<file path="config.mk">
export PLATFORM = sky130hd
export DESIGN_NAME = websocket_frame_receiver
export DESIGN_NICKNAME = d
export VERILOG_FILES = /design/src/hdl/wsfr_pkg.sv /design/src/hdl/wsfr_core.sv /design/src/hdl/wsfr_out.sv /design/src/hdl/websocket_frame_receiver.sv
export VERILOG_INCLUDE_DIRS = /design/src /design/src/hdl
export SDC_FILE = /design/constraint.sdc
export NUM_CORES = 1
export LEC_CHECK = 0
export BUFFER_PORTS_ARGS = -buffer_cell sky130_fd_sc_hd__buf_4
export CORE_MARGIN = 5
export CORE_UTILIZATION = 63
export DETAILED_ROUTE_END_ITERATION = 8
export PLACE_DENSITY_LB_ADDON = 0.2
export SLEW_MARGIN = 30
export SYNTH_ARGS = -nofsm -noshare
export SYNTH_HDL_FRONTEND = slang
export SYNTH_SLANG_ARGS = --single-unit
</file>
<file path="constraint.sdc">
create_clock -name clk -period 4.2 [get_ports clk]
set_input_delay 0.21 -clock clk [delete_from_list [all_inputs] [get_ports clk]]
set_output_delay 0.21 -clock clk [all_outputs]
set_load 0.03 [all_outputs]
</file>
<file path="src/hdl/assert_macros.svh">
// Assertion macros shared by the frame receiver RTL.
// No dependencies; included by files that carry concurrent checks.
`ifndef ASSERT_MACROS_SVH
`define ASSERT_MACROS_SVH

// Same-cycle implication, disabled during reset.
`define ASSERT_IMPLIES(label, clk, rst_n, ante, cons) \
	label: assert property (@(posedge clk) disable iff (!(rst_n)) (ante) |-> (cons)) \
		else $error("assertion failed");

// Next-cycle implication, disabled during reset.
`define ASSERT_NEXT(label, clk, rst_n, ante, cons) \
	label: assert property (@(posedge clk) disable iff (!(rst_n)) (ante) |=> (cons)) \
		else $error("assertion failed");

`endif

</file>
<file path="src/hdl/wsfr_pkg.sv">
// Types and constants for the WebSocket frame receiver.
// No dependencies; used by every RTL file of the block.
`default_nettype none

package wsfr_pkg;

	localparam int LENGTH_BITS_DEF = 64;

	localparam logic [3:0] OP_TEXT   = 4'h1;
	localparam logic [3:0] OP_BINARY = 4'h2;
	localparam logic [3:0] OP_CLOSE  = 4'h8;
	localparam logic [3:0] OPCODE_MASK = 4'hF;

	localparam logic [6:0] LEN_EXT16 = 7'd126;
	localparam logic [6:0] LEN_EXT64 = 7'd127;

	localparam int TUSER_W = 5;

	typedef enum logic [1:0] {
		PH_HEADER  = 2'd0,
		PH_PAYLOAD = 2'd1,
		PH_CLOSED  = 2'd2
	} phase_t;

	typedef enum logic [1:0] {
		KIND_START = 2'd0,
		KIND_DATA  = 2'd1,
		KIND_ERROR = 2'd2
	} kind_t;

	typedef enum logic [1:0] {
		CAUSE_CLOSE  = 2'd0,
		CAUSE_OPCODE = 2'd1,
		CAUSE_CLOSED = 2'd2
	} cause_t;

	typedef struct packed {
		logic       valid;
		kind_t      kind;
		logic [7:0] data;
		logic       bin;
		logic       last;
		cause_t     cause;
	} result_t;

endpackage

`default_nettype wire

</file>
<file path="src/hdl/wsfr_core.sv">
// Frame parser: header decode, length tracking and payload unmasking.
// Depends on wsfr_pkg; produces one result request per accepted byte at most.
`default_nettype none

module wsfr_core #(
	parameter int LENGTH_BITS = wsfr_pkg::LENGTH_BITS_DEF
) (
	input  wire logic              clk,
	input  wire logic              arst_n,
	input  wire logic              take,
	input  wire logic [7:0]        in_byte,
	output wsfr_pkg::result_t      res
);

	wsfr_pkg::phase_t        phase_q, phase_d;
	logic [3:0]              count_q, count_d;
	logic [3:0]              opcode_q, opcode_d;
	logic                    mask_q, mask_d;
	logic [6:0]              short_q, short_d;
	logic [LENGTH_BITS-1:0]  rem_q, rem_d;
	logic [31:0]             key_q, key_d;
	logic [1:0]              pos_q, pos_d;

	logic [3:0] ext_old, ext_new, total;
	logic [7:0] key_byte;
	logic       fin;

	always_ff @(posedge clk or negedge arst_n) begin
		if (!arst_n) begin
			phase_q  <= wsfr_pkg::PH_HEADER;
			count_q  <= '0;
			opcode_q <= '0;
			mask_q   <= 1'b0;
			short_q  <= '0;
			rem_q    <= '0;
			key_q    <= '0;
			pos_q    <= '0;
		end else if (take) begin
			phase_q  <= phase_d;
			count_q  <= count_d;
			opcode_q <= opcode_d;
			mask_q   <= mask_d;
			short_q  <= short_d;
			rem_q    <= rem_d;
			key_q    <= key_d;
			pos_q    <= pos_d;
		end
	end

	always_comb begin
		case (pos_q)
			2'd0: key_byte = key_q[31:24];
			2'd1: key_byte = key_q[23:16];
			2'd2: key_byte = key_q[15:8];
			default: key_byte = key_q[7:0];
		endcase
	end

	always_comb begin
		phase_d  = phase_q;
		count_d  = count_q;
		opcode_d = opcode_q;
		mask_d   = mask_q;
		short_d  = short_q;
		rem_d    = rem_q;
		key_d    = key_q;
		pos_d    = pos_q;
		ext_old  = (short_q == wsfr_pkg::LEN_EXT16) ? 4'd2 :
			(short_q == wsfr_pkg::LEN_EXT64) ? 4'd8 : 4'd0;
		ext_new  = 4'd0;
		total    = 4'd0;
		fin      = 1'b0;
		res      = '0;
		res.kind = wsfr_pkg::KIND_START;
		res.cause = wsfr_pkg::CAUSE_CLOSE;
		unique case (phase_q)
			wsfr_pkg::PH_HEADER: begin
				if (count_q == 4'd0) begin
					opcode_d = in_byte[3:0] & wsfr_pkg::OPCODE_MASK;
				end else if (count_q == 4'd1) begin
					mask_d  = in_byte[7];
					short_d = in_byte[6:0];
					rem_d   = (in_byte[6:0] < wsfr_pkg::LEN_EXT16) ?
						{{(LENGTH_BITS-7){1'b0}}, in_byte[6:0]} : '0;
				end else if (count_q < 4'd2 + ext_old) begin
					if (rem_q[LENGTH_BITS-1 -: 8] != 8'd0)
						rem_d = '1;
					else
						rem_d = {rem_q[LENGTH_BITS-9:0], in_byte};
				end else begin
					key_d = {key_q[23:0], in_byte};
				end
				count_d = count_q + 4'd1;
				ext_new = (short_d == wsfr_pkg::LEN_EXT16) ? 4'd2 :
					(short_d == wsfr_pkg::LEN_EXT64) ? 4'd8 : 4'd0;
				total   = 4'd2 + ext_new + (mask_d ? 4'd4 : 4'd0);
				if (count_d >= 4'd2 && count_d >= total) begin
					count_d   = 4'd0;
					pos_d     = 2'd0;
					res.valid = 1'b1;
					if (opcode_q == wsfr_pkg::OP_TEXT || opcode_q == wsfr_pkg::OP_BINARY) begin
						res.kind = wsfr_pkg::KIND_START;
						res.bin  = (opcode_q == wsfr_pkg::OP_BINARY);
						res.last = (rem_d == '0);
						phase_d  = (rem_d == '0) ? wsfr_pkg::PH_HEADER : wsfr_pkg::PH_PAYLOAD;
					end else begin
						res.kind  = wsfr_pkg::KIND_ERROR;
						res.cause = (opcode_q == wsfr_pkg::OP_CLOSE) ?
							wsfr_pkg::CAUSE_CLOSE : wsfr_pkg::CAUSE_OPCODE;
						phase_d   = wsfr_pkg::PH_CLOSED;
					end
				end
			end
			wsfr_pkg::PH_PAYLOAD: begin
				fin       = (rem_q[LENGTH_BITS-1:1] == '0);
				res.valid = 1'b1;
				res.kind  = wsfr_pkg::KIND_DATA;
				res.data  = mask_q ? (in_byte ^ key_byte) : in_byte;
				res.last  = fin;
				if (mask_q)
					pos_d = pos_q + 2'd1;
				if (fin) begin
					rem_d   = '0;
					phase_d = wsfr_pkg::PH_HEADER;
					count_d = 4'd0;
				end else begin
					rem_d = rem_q - {{(LENGTH_BITS-1){1'b0}}, 1'b1};
				end
			end
			default: begin
				res.valid = 1'b1;
				res.kind  = wsfr_pkg::KIND_ERROR;
				res.cause = wsfr_pkg::CAUSE_CLOSED;
			end
		endcase
	end

endmodule

`default_nettype wire

</file>
<file path="src/hdl/wsfr_out.sv">
// Output register for result requests, with stream handshake.
// Depends on wsfr_pkg; sits between the parser and the master port.
`default_nettype none

module wsfr_out (
	input  wire logic                            clk,
	input  wire logic                            arst_n,
	input  wire logic                            take,
	input  wire wsfr_pkg::result_t               res,
	output logic                                 room,
	output logic                                 m_axis_tvalid,
	input  wire logic                            m_axis_tready,
	output logic [7:0]                           m_axis_tdata,
	output logic                                 m_axis_tlast,
	output logic [wsfr_pkg::TUSER_W-1:0]         m_axis_tuser
);

	logic valid_q;
	wsfr_pkg::result_t res_q;

	assign room = !valid_q || m_axis_tready;

	always_ff @(posedge clk or negedge arst_n) begin
		if (!arst_n) begin
			valid_q <= 1'b0;
		end else if (room) begin
			valid_q <= take && res.valid;
		end
	end

	always_ff @(posedge clk) begin
		if (room && take && res.valid)
			res_q <= res;
	end

	assign m_axis_tvalid = valid_q;
	assign m_axis_tdata  = res_q.data;
	assign m_axis_tlast  = res_q.last;
	assign m_axis_tuser  = {res_q.cause, res_q.bin, res_q.kind};

endmodule

`default_nettype wire

</file>
<file path="src/hdl/websocket_frame_receiver.sv">
// WebSocket frame receiver top level: parser plus output register.
// A result is registered and is on m_axis in the cycle after its byte is accepted.
// Throughput: one byte per cycle; the input stalls only while a result
// waits in the output register and m_axis_tready is low.
// Reset: arst_n clears parse state to header phase and empties the output.
// Depends on wsfr_pkg, wsfr_core, wsfr_out and assert_macros.svh.
`default_nettype none
`include "assert_macros.svh"

module websocket_frame_receiver #(
	parameter int LENGTH_BITS = wsfr_pkg::LENGTH_BITS_DEF
) (
	input  wire logic                        clk,
	input  wire logic                        arst_n,
	input  wire logic                        s_axis_tvalid,
	output logic                             s_axis_tready,
	input  wire logic [7:0]                  s_axis_tdata,  // [7:0] in_byte
	output logic                             m_axis_tvalid,
	input  wire logic                        m_axis_tready,
	output logic [7:0]                       m_axis_tdata,  // [7:0] data_byte
	output logic                             m_axis_tlast,  // last
	// [1:0] out_kind, [2] bin_flag, [4:3] err_cause
	output logic [wsfr_pkg::TUSER_W-1:0]     m_axis_tuser
);

	logic take, room;
	wsfr_pkg::result_t res;

	assign s_axis_tready = room;
	assign take = s_axis_tvalid && room;

	wsfr_core #(.LENGTH_BITS(LENGTH_BITS)) u_core (
		.clk     (clk),
		.arst_n  (arst_n),
		.take    (take),
		.in_byte (s_axis_tdata),
		.res     (res)
	);

	wsfr_out u_out (
		.clk           (clk),
		.arst_n        (arst_n),
		.take          (take),
		.res           (res),
		.room          (room),
		.m_axis_tvalid (m_axis_tvalid),
		.m_axis_tready (m_axis_tready),
		.m_axis_tdata  (m_axis_tdata),
		.m_axis_tlast  (m_axis_tlast),
		.m_axis_tuser  (m_axis_tuser)
	);

	`ASSERT_IMPLIES(a_err_clean, clk, arst_n,
		m_axis_tvalid && m_axis_tuser[1:0] == wsfr_pkg::KIND_ERROR,
		!m_axis_tlast && !m_axis_tuser[2])
	`ASSERT_IMPLIES(a_data_zero, clk, arst_n,
		m_axis_tvalid && m_axis_tuser[1:0] != wsfr_pkg::KIND_DATA,
		m_axis_tdata == 8'd0)
	`ASSERT_IMPLIES(a_full_blocks, clk, arst_n,
		m_axis_tvalid && !m_axis_tready, !s_axis_tready)
	`ASSERT_NEXT(a_closed_err, clk, arst_n,
		m_axis_tvalid && m_axis_tready && m_axis_tuser[1:0] == wsfr_pkg::KIND_ERROR
			&& s_axis_tvalid,
		m_axis_tvalid && m_axis_tuser[1:0] == wsfr_pkg::KIND_ERROR
			&& m_axis_tuser[4:3] == wsfr_pkg::CAUSE_CLOSED)

endmodule

`default_nettype wire

</file>
# Word level (Yosys, flattened, before mapping)
# Cells that the tools add are included.
# totals
register_bits,131
inputBits,12
out_inout_bits,16
# op_classes
addsub,6
n_lt_le_gt_ge,4
n_eq_ne,14
n_mux,41
n_bitwise,4
reduce_logical,23
# op_table
op,n
$mux 64,6
$pmux 64 s2,1
$logic_not 64->1,1
$sub 64x1->64 const B,1
$logic_not 63->1,1
$eq 7x7->1 const B,4
$mux 7,4
$mux 4,6
$pmux 8 s3,1
$mux 2,7
$pmux 2 s2,3
$mux 3,3
$reduce_and 3->1,3
$add 2x4->4 const A,2
$eq 4x1->1 const B,2
$mux 8,1
$pmux 4 s2,1
$reduce_and 4->1,2
$reduce_bool 8->1,1
$xor 8x8->8,1
$lt 7x7->1 const B,1
$mux 1,6
$ne 2x1->1 const B,3
$pmux 3 s2,1
20 further kinds,30

# Longest topological paths before layout
# logic_depth
ltp_word,14
depth_mapped,14
depth_no_buf,13

# Cells and area by module
# Synthesis repeated with hierarchy kept, for this count alone.
# unflattened
hier_cells,1124
hier_area_um2,9175.0
# modules_own_cells
mod,n_inst,cells_per_inst,area_each_um2,seq_area_each_um2
wsfr_core,1,1104,8688.3,2902.8
wsfr_out,1,19,480.5,445.4
websocket_frame_receiver,1,1,6.3,0.0

# Least setup slack after synthesis
# OpenSTA, ideal clock, no wires.
# synth_timing
path_type,register to register
from,reg u_core.count_q[0]
to,"reg u_out.res_q (netlist bit u_out.m_axis_tdata[0]), enable pin"
arrival_ns,3.332
t_required_ns,3.816
slack_ns,0.483
path_stages_with_launch,14
synth_period_minus_slack_ns,3.717
path_cell_list,dfrtp_1 inv_1 ha_1 or4b_2 clkbuf_1 nor2_1 a2bb2oi_1 xnor2_1 ha_1 a21o_1 a21oi_1 nor2_1 nor3_1 nor2_1
# synth_via
elab_chain_cells,14
# synth_rtl
item,line,rtl
"start, declared",wsfr_core.sv:16,"logic [3:0] count_q, count_d;"
"start signal, assigned",wsfr_core.sv:40,count_q <= count_d;
$eq 4x1->1,wsfr_core.sv:80,end else if (count_q == 4'd1) begin
$mux 7,wsfr_core.sv:80,
$mux 7,wsfr_core.sv:78,if (count_q == 4'd0) begin
$mux 7,wsfr_core.sv:76,unique case (phase_q)
$eq 7x7->1,wsfr_core.sv:95,(short_d == wsfr_pkg::LEN_EXT64) ? 4'd8 : 4'd0;
$mux 4,wsfr_core.sv:95,
$mux 4,wsfr_core.sv:94,ext_new = (short_d == wsfr_pkg::LEN_EXT16) ? 4'd2 :
$add 2x4->4,wsfr_core.sv:96,total = 4'd2 + ext_new + (mask_d ? 4'd4 : 4'd0);
$add 4x4->4,wsfr_core.sv:96,
$ge 4x4->1,wsfr_core.sv:97,if (count_d >= 4'd2 && count_d >= total) begin
$logic_and 1x1->1 (*),wsfr_core.sv:97,
$mux 3 (*),wsfr_core.sv:97,
$pmux 3 s2 (*),wsfr_core.sv:76,
$logic_and 1x1->1 (*),wsfr_out.sv:32,if (room && take && res.valid)
"end signal, assigned",wsfr_out.sv:33,res_q <= res;
"end, declared",wsfr_out.sv:19,wsfr_pkg::result_t res_q;
# Every way passes the cells marked *; elsewhere a longest branch is shown, timed or not. The select of a mux whose other input is x is not followed.
# A chain may end at the register's enable or synchronous reset.

==> metrics.cfg <==
[status]
outcome = finished, final reports clean

[global_routing]
antenna_found_initial = 0
overflow = 0
grt_max_degree = 70
grt_pass1_vias = 7913
grt_usage = 0.3310
grt_pass1_wl_um = 41550

[sta]
finalHoldViolCount = 0
fin_hold_ws_ns = 0.09236
skew_ns = 0.01152
rsz0062_at_grt = false
relSlewSlack = 0.3107
finalSetupTns_ns = 0
final_max_slew_viol_count = 0
fin_crit_ns = 3.714
period_share = 0.8842
setup_viol = 0
max_freq_ghz = 0.2693
worst_slew_pin_slew_ns = 1.030

[min_path]
whs_endpoint = u_core.key_q[4]
min_delay_path_depth = 2
hold_start = s_axis_tdata[4]
hold_path_class = in2reg

[logic_synthesis]
ys_ff_latch = 131
syn-num-nets = 965
synthesis.area_mm2 = 0.008222
avgSynthCellArea_um2 = 8.746
netlist-cell-type-count = 65
async_reset_ff_frac = 0.8931
ys_warn_count = 0
yosysSeqAreaShare = 0.4072
synth_edf_count = 14
syn_inst = 940
synth-main-ff-cell = dfrtp_1

[pwr]
p_leak_nw = 3.756
p_per_area_mw_per_mm2 = 310.3
total_power_mw = 2.849
ir_drop_v = 0.0002754

[drt]
final_antenna_net_count = 0
post_drt_wl_per_cell_um = 22.94
routed-via-count = 8183
postRouteWirelength_um = 25850
drtIter0Drc = 1364
dr.pass1.iters = 8
vias_per_cell = 7.261
drc_errors = 0

[floorplanning]
core_mm2 = 0.01272
io_pins = 28
die_y_um = 124.2
num_rows = 41
die_area_mm2 = 0.01543
start_util = 0.6462
die_w_um = 124.2

[worst_setup_path]
worst-setup-path-type = reg2reg
endpoint_kind = flop
cp.arrival_ns = 3.90
worst-path-max-fanout = 7
rrSetupSlack_ns = 0.49
timing.rr.end = u_out.m_axis_tlast
path_cells = inv_1 -> ha_1 -> nor4b_1 -> buf_4 -> a2bb2oi_1 -> ha_1 -> a21bo_2 -> a21o_1 -> a21oi_1 -> nor2_1 -> buf_4 -> nand3_1 -> nor2_1 -> a22o_1
cp_data_required_time_ns = 4.39
cp-startpoint = u_core.count_q[0]
r2r-start = u_core.count_q[0]
crit_buf_inv = 3
crit_slowest_cell = nor4b_1
cp_slowest_stage_delay_ns = 0.50
cp_top_family = compound AO/OA/AOI/OAI gates
rr_worst_depth = 14
cp-start-kind = flop

[finish]
regArea_mm2 = 0.003348
final_cell_area_mm2 = 0.009183
n_fill_cell = 1005
drive_gt1_frac = 0.1581
fin_nets = 967
final_common_cell = dfrtp_1
multiInputGateArea_mm2 = 0.004522
final_cell_mix = dfrtp_1, o21ai_0, nor2_1
syn2layout_area_growth_pct = 11.69
antennaDiodeCount = 0

[clock_tree]
cts_hold_buf = 1
cts_sinks = 131
root_buffer = clkbuf_16
clk_pin_slew_ns = 0.06
cts_buffer_depth = 2
cts_made_buffers = 17
cts_tree = built
worstSkewPairLatency_ns = 0.44
cts-htree-levels = 4
post-cts-setup-buffers = 0
post_cts_resized = 0

[place]
placed_area_mm2 = 0.008579
place.gp.congestion = 0.9853
hpwl_um = 17190
io_buffer_count = 27

[run]
cap_violations = 0

==> state kept, by name, summed over array words and instances (netlist names), 4 cells and up <==
signal,cells
u_out.m_axis_tdata,8
u_core.key_q,32
u_core.opcode_q,4
u_core.count_q,4
u_core.rem_q,64
u_out.m_axis_tuser,5
u_core.short_q,7
==> power breakdown <==
group	switching [mW]	internal [mW]	total [mW]
logic	0.0708	0.0290	0.0998
clock network	0.623	0.828	1.45
registers	0.00842	1.29	1.30
==> cells in the mapped netlist (10+ instances only) <==
cell type  number  share of area
nand2_1        64          0.029
o21ai_0        97          0.059
edfxtp_1       14          0.051
dfrtp_1       117           0.36
nor3_1         71          0.043
nor4_1         31          0.024
mux2_2         44          0.060
o221ai_1       10          0.011
or3_1          35          0.027
o211ai_1       21          0.019
a31oi_1        13         0.0099
nand3_1        14         0.0085
inv_1          19         0.0087
or4_1          16          0.015
xor2_1         10          0.011
ha_1           13          0.020
a21oi_1        36          0.022
nand4_1        10         0.0076
a22o_1         14          0.015
clkbuf_1       58          0.026
nor2_1         98          0.045
==> routing by layer <==
metal  track usage  routed length (um)  vias up
li1              -                   -     3583
met1        0.4588               10310     3900
met2        0.4889               11670      590
met3       0.07890                2842      110
met4        0.1599                1026        0
met5             0                   0        -
==> final cells by class <==
cell class | instances | share of cell area
clock inverters | 15 | 0.01540
flip-flops and latches | 131 | 0.3646
inverters | 20 | 0.008175
well taps | 172 | 0.02344
repair buffers | 57 | 0.04960
multi-input cells | 715 | 0.4924
clock buffers | 17 | 0.04633
==> per-stage QoR <==
step / utilization / std cells / setup slack, ns
2_1_floorplan: - / 940 / 0.4834
6_report: 0.7218 / 1127 / 0.4862
3_5_place_dp: 0.6744 / 1093 / 0.5594
5_1_grt: 0.7218 / 1127 / 0.2620
4_1_cts: 0.7197 / 1126 / 0.5229
3_3_place_gp: 0.6740 / 1093 / 0.4243
==> kinds of logic (layout without fill, tap and decap cells) <==
kind of cell	Yosys count	count (layout)	synth area share
buffers and inverters	94	109	0.04611
and+or+nand+nor	371	371	0.2296
muxes	46	46	0.06270
xor gates and xnor gates	13	13	0.01385
adders and majority gates	13	13	0.01978
DFF	131	131	0.4072
AOI/OAI and AO/OA	272	272	0.2207
==> worst max-delay path by stage <==
stage	to	cells after the start
4_1_cts	u_out.m_axis_tlast	14
2_1_floorplan	u_out.m_axis_tdata[0]	13
3_5_place_dp	u_out.m_axis_tlast	14
6_report	u_out.m_axis_tlast	14
3_3_place_gp	u_out.m_axis_tdata[7]	12
5_1_grt	u_out.m_axis_tlast	14
Note: power is estimated with default switching activity, not from simulation.
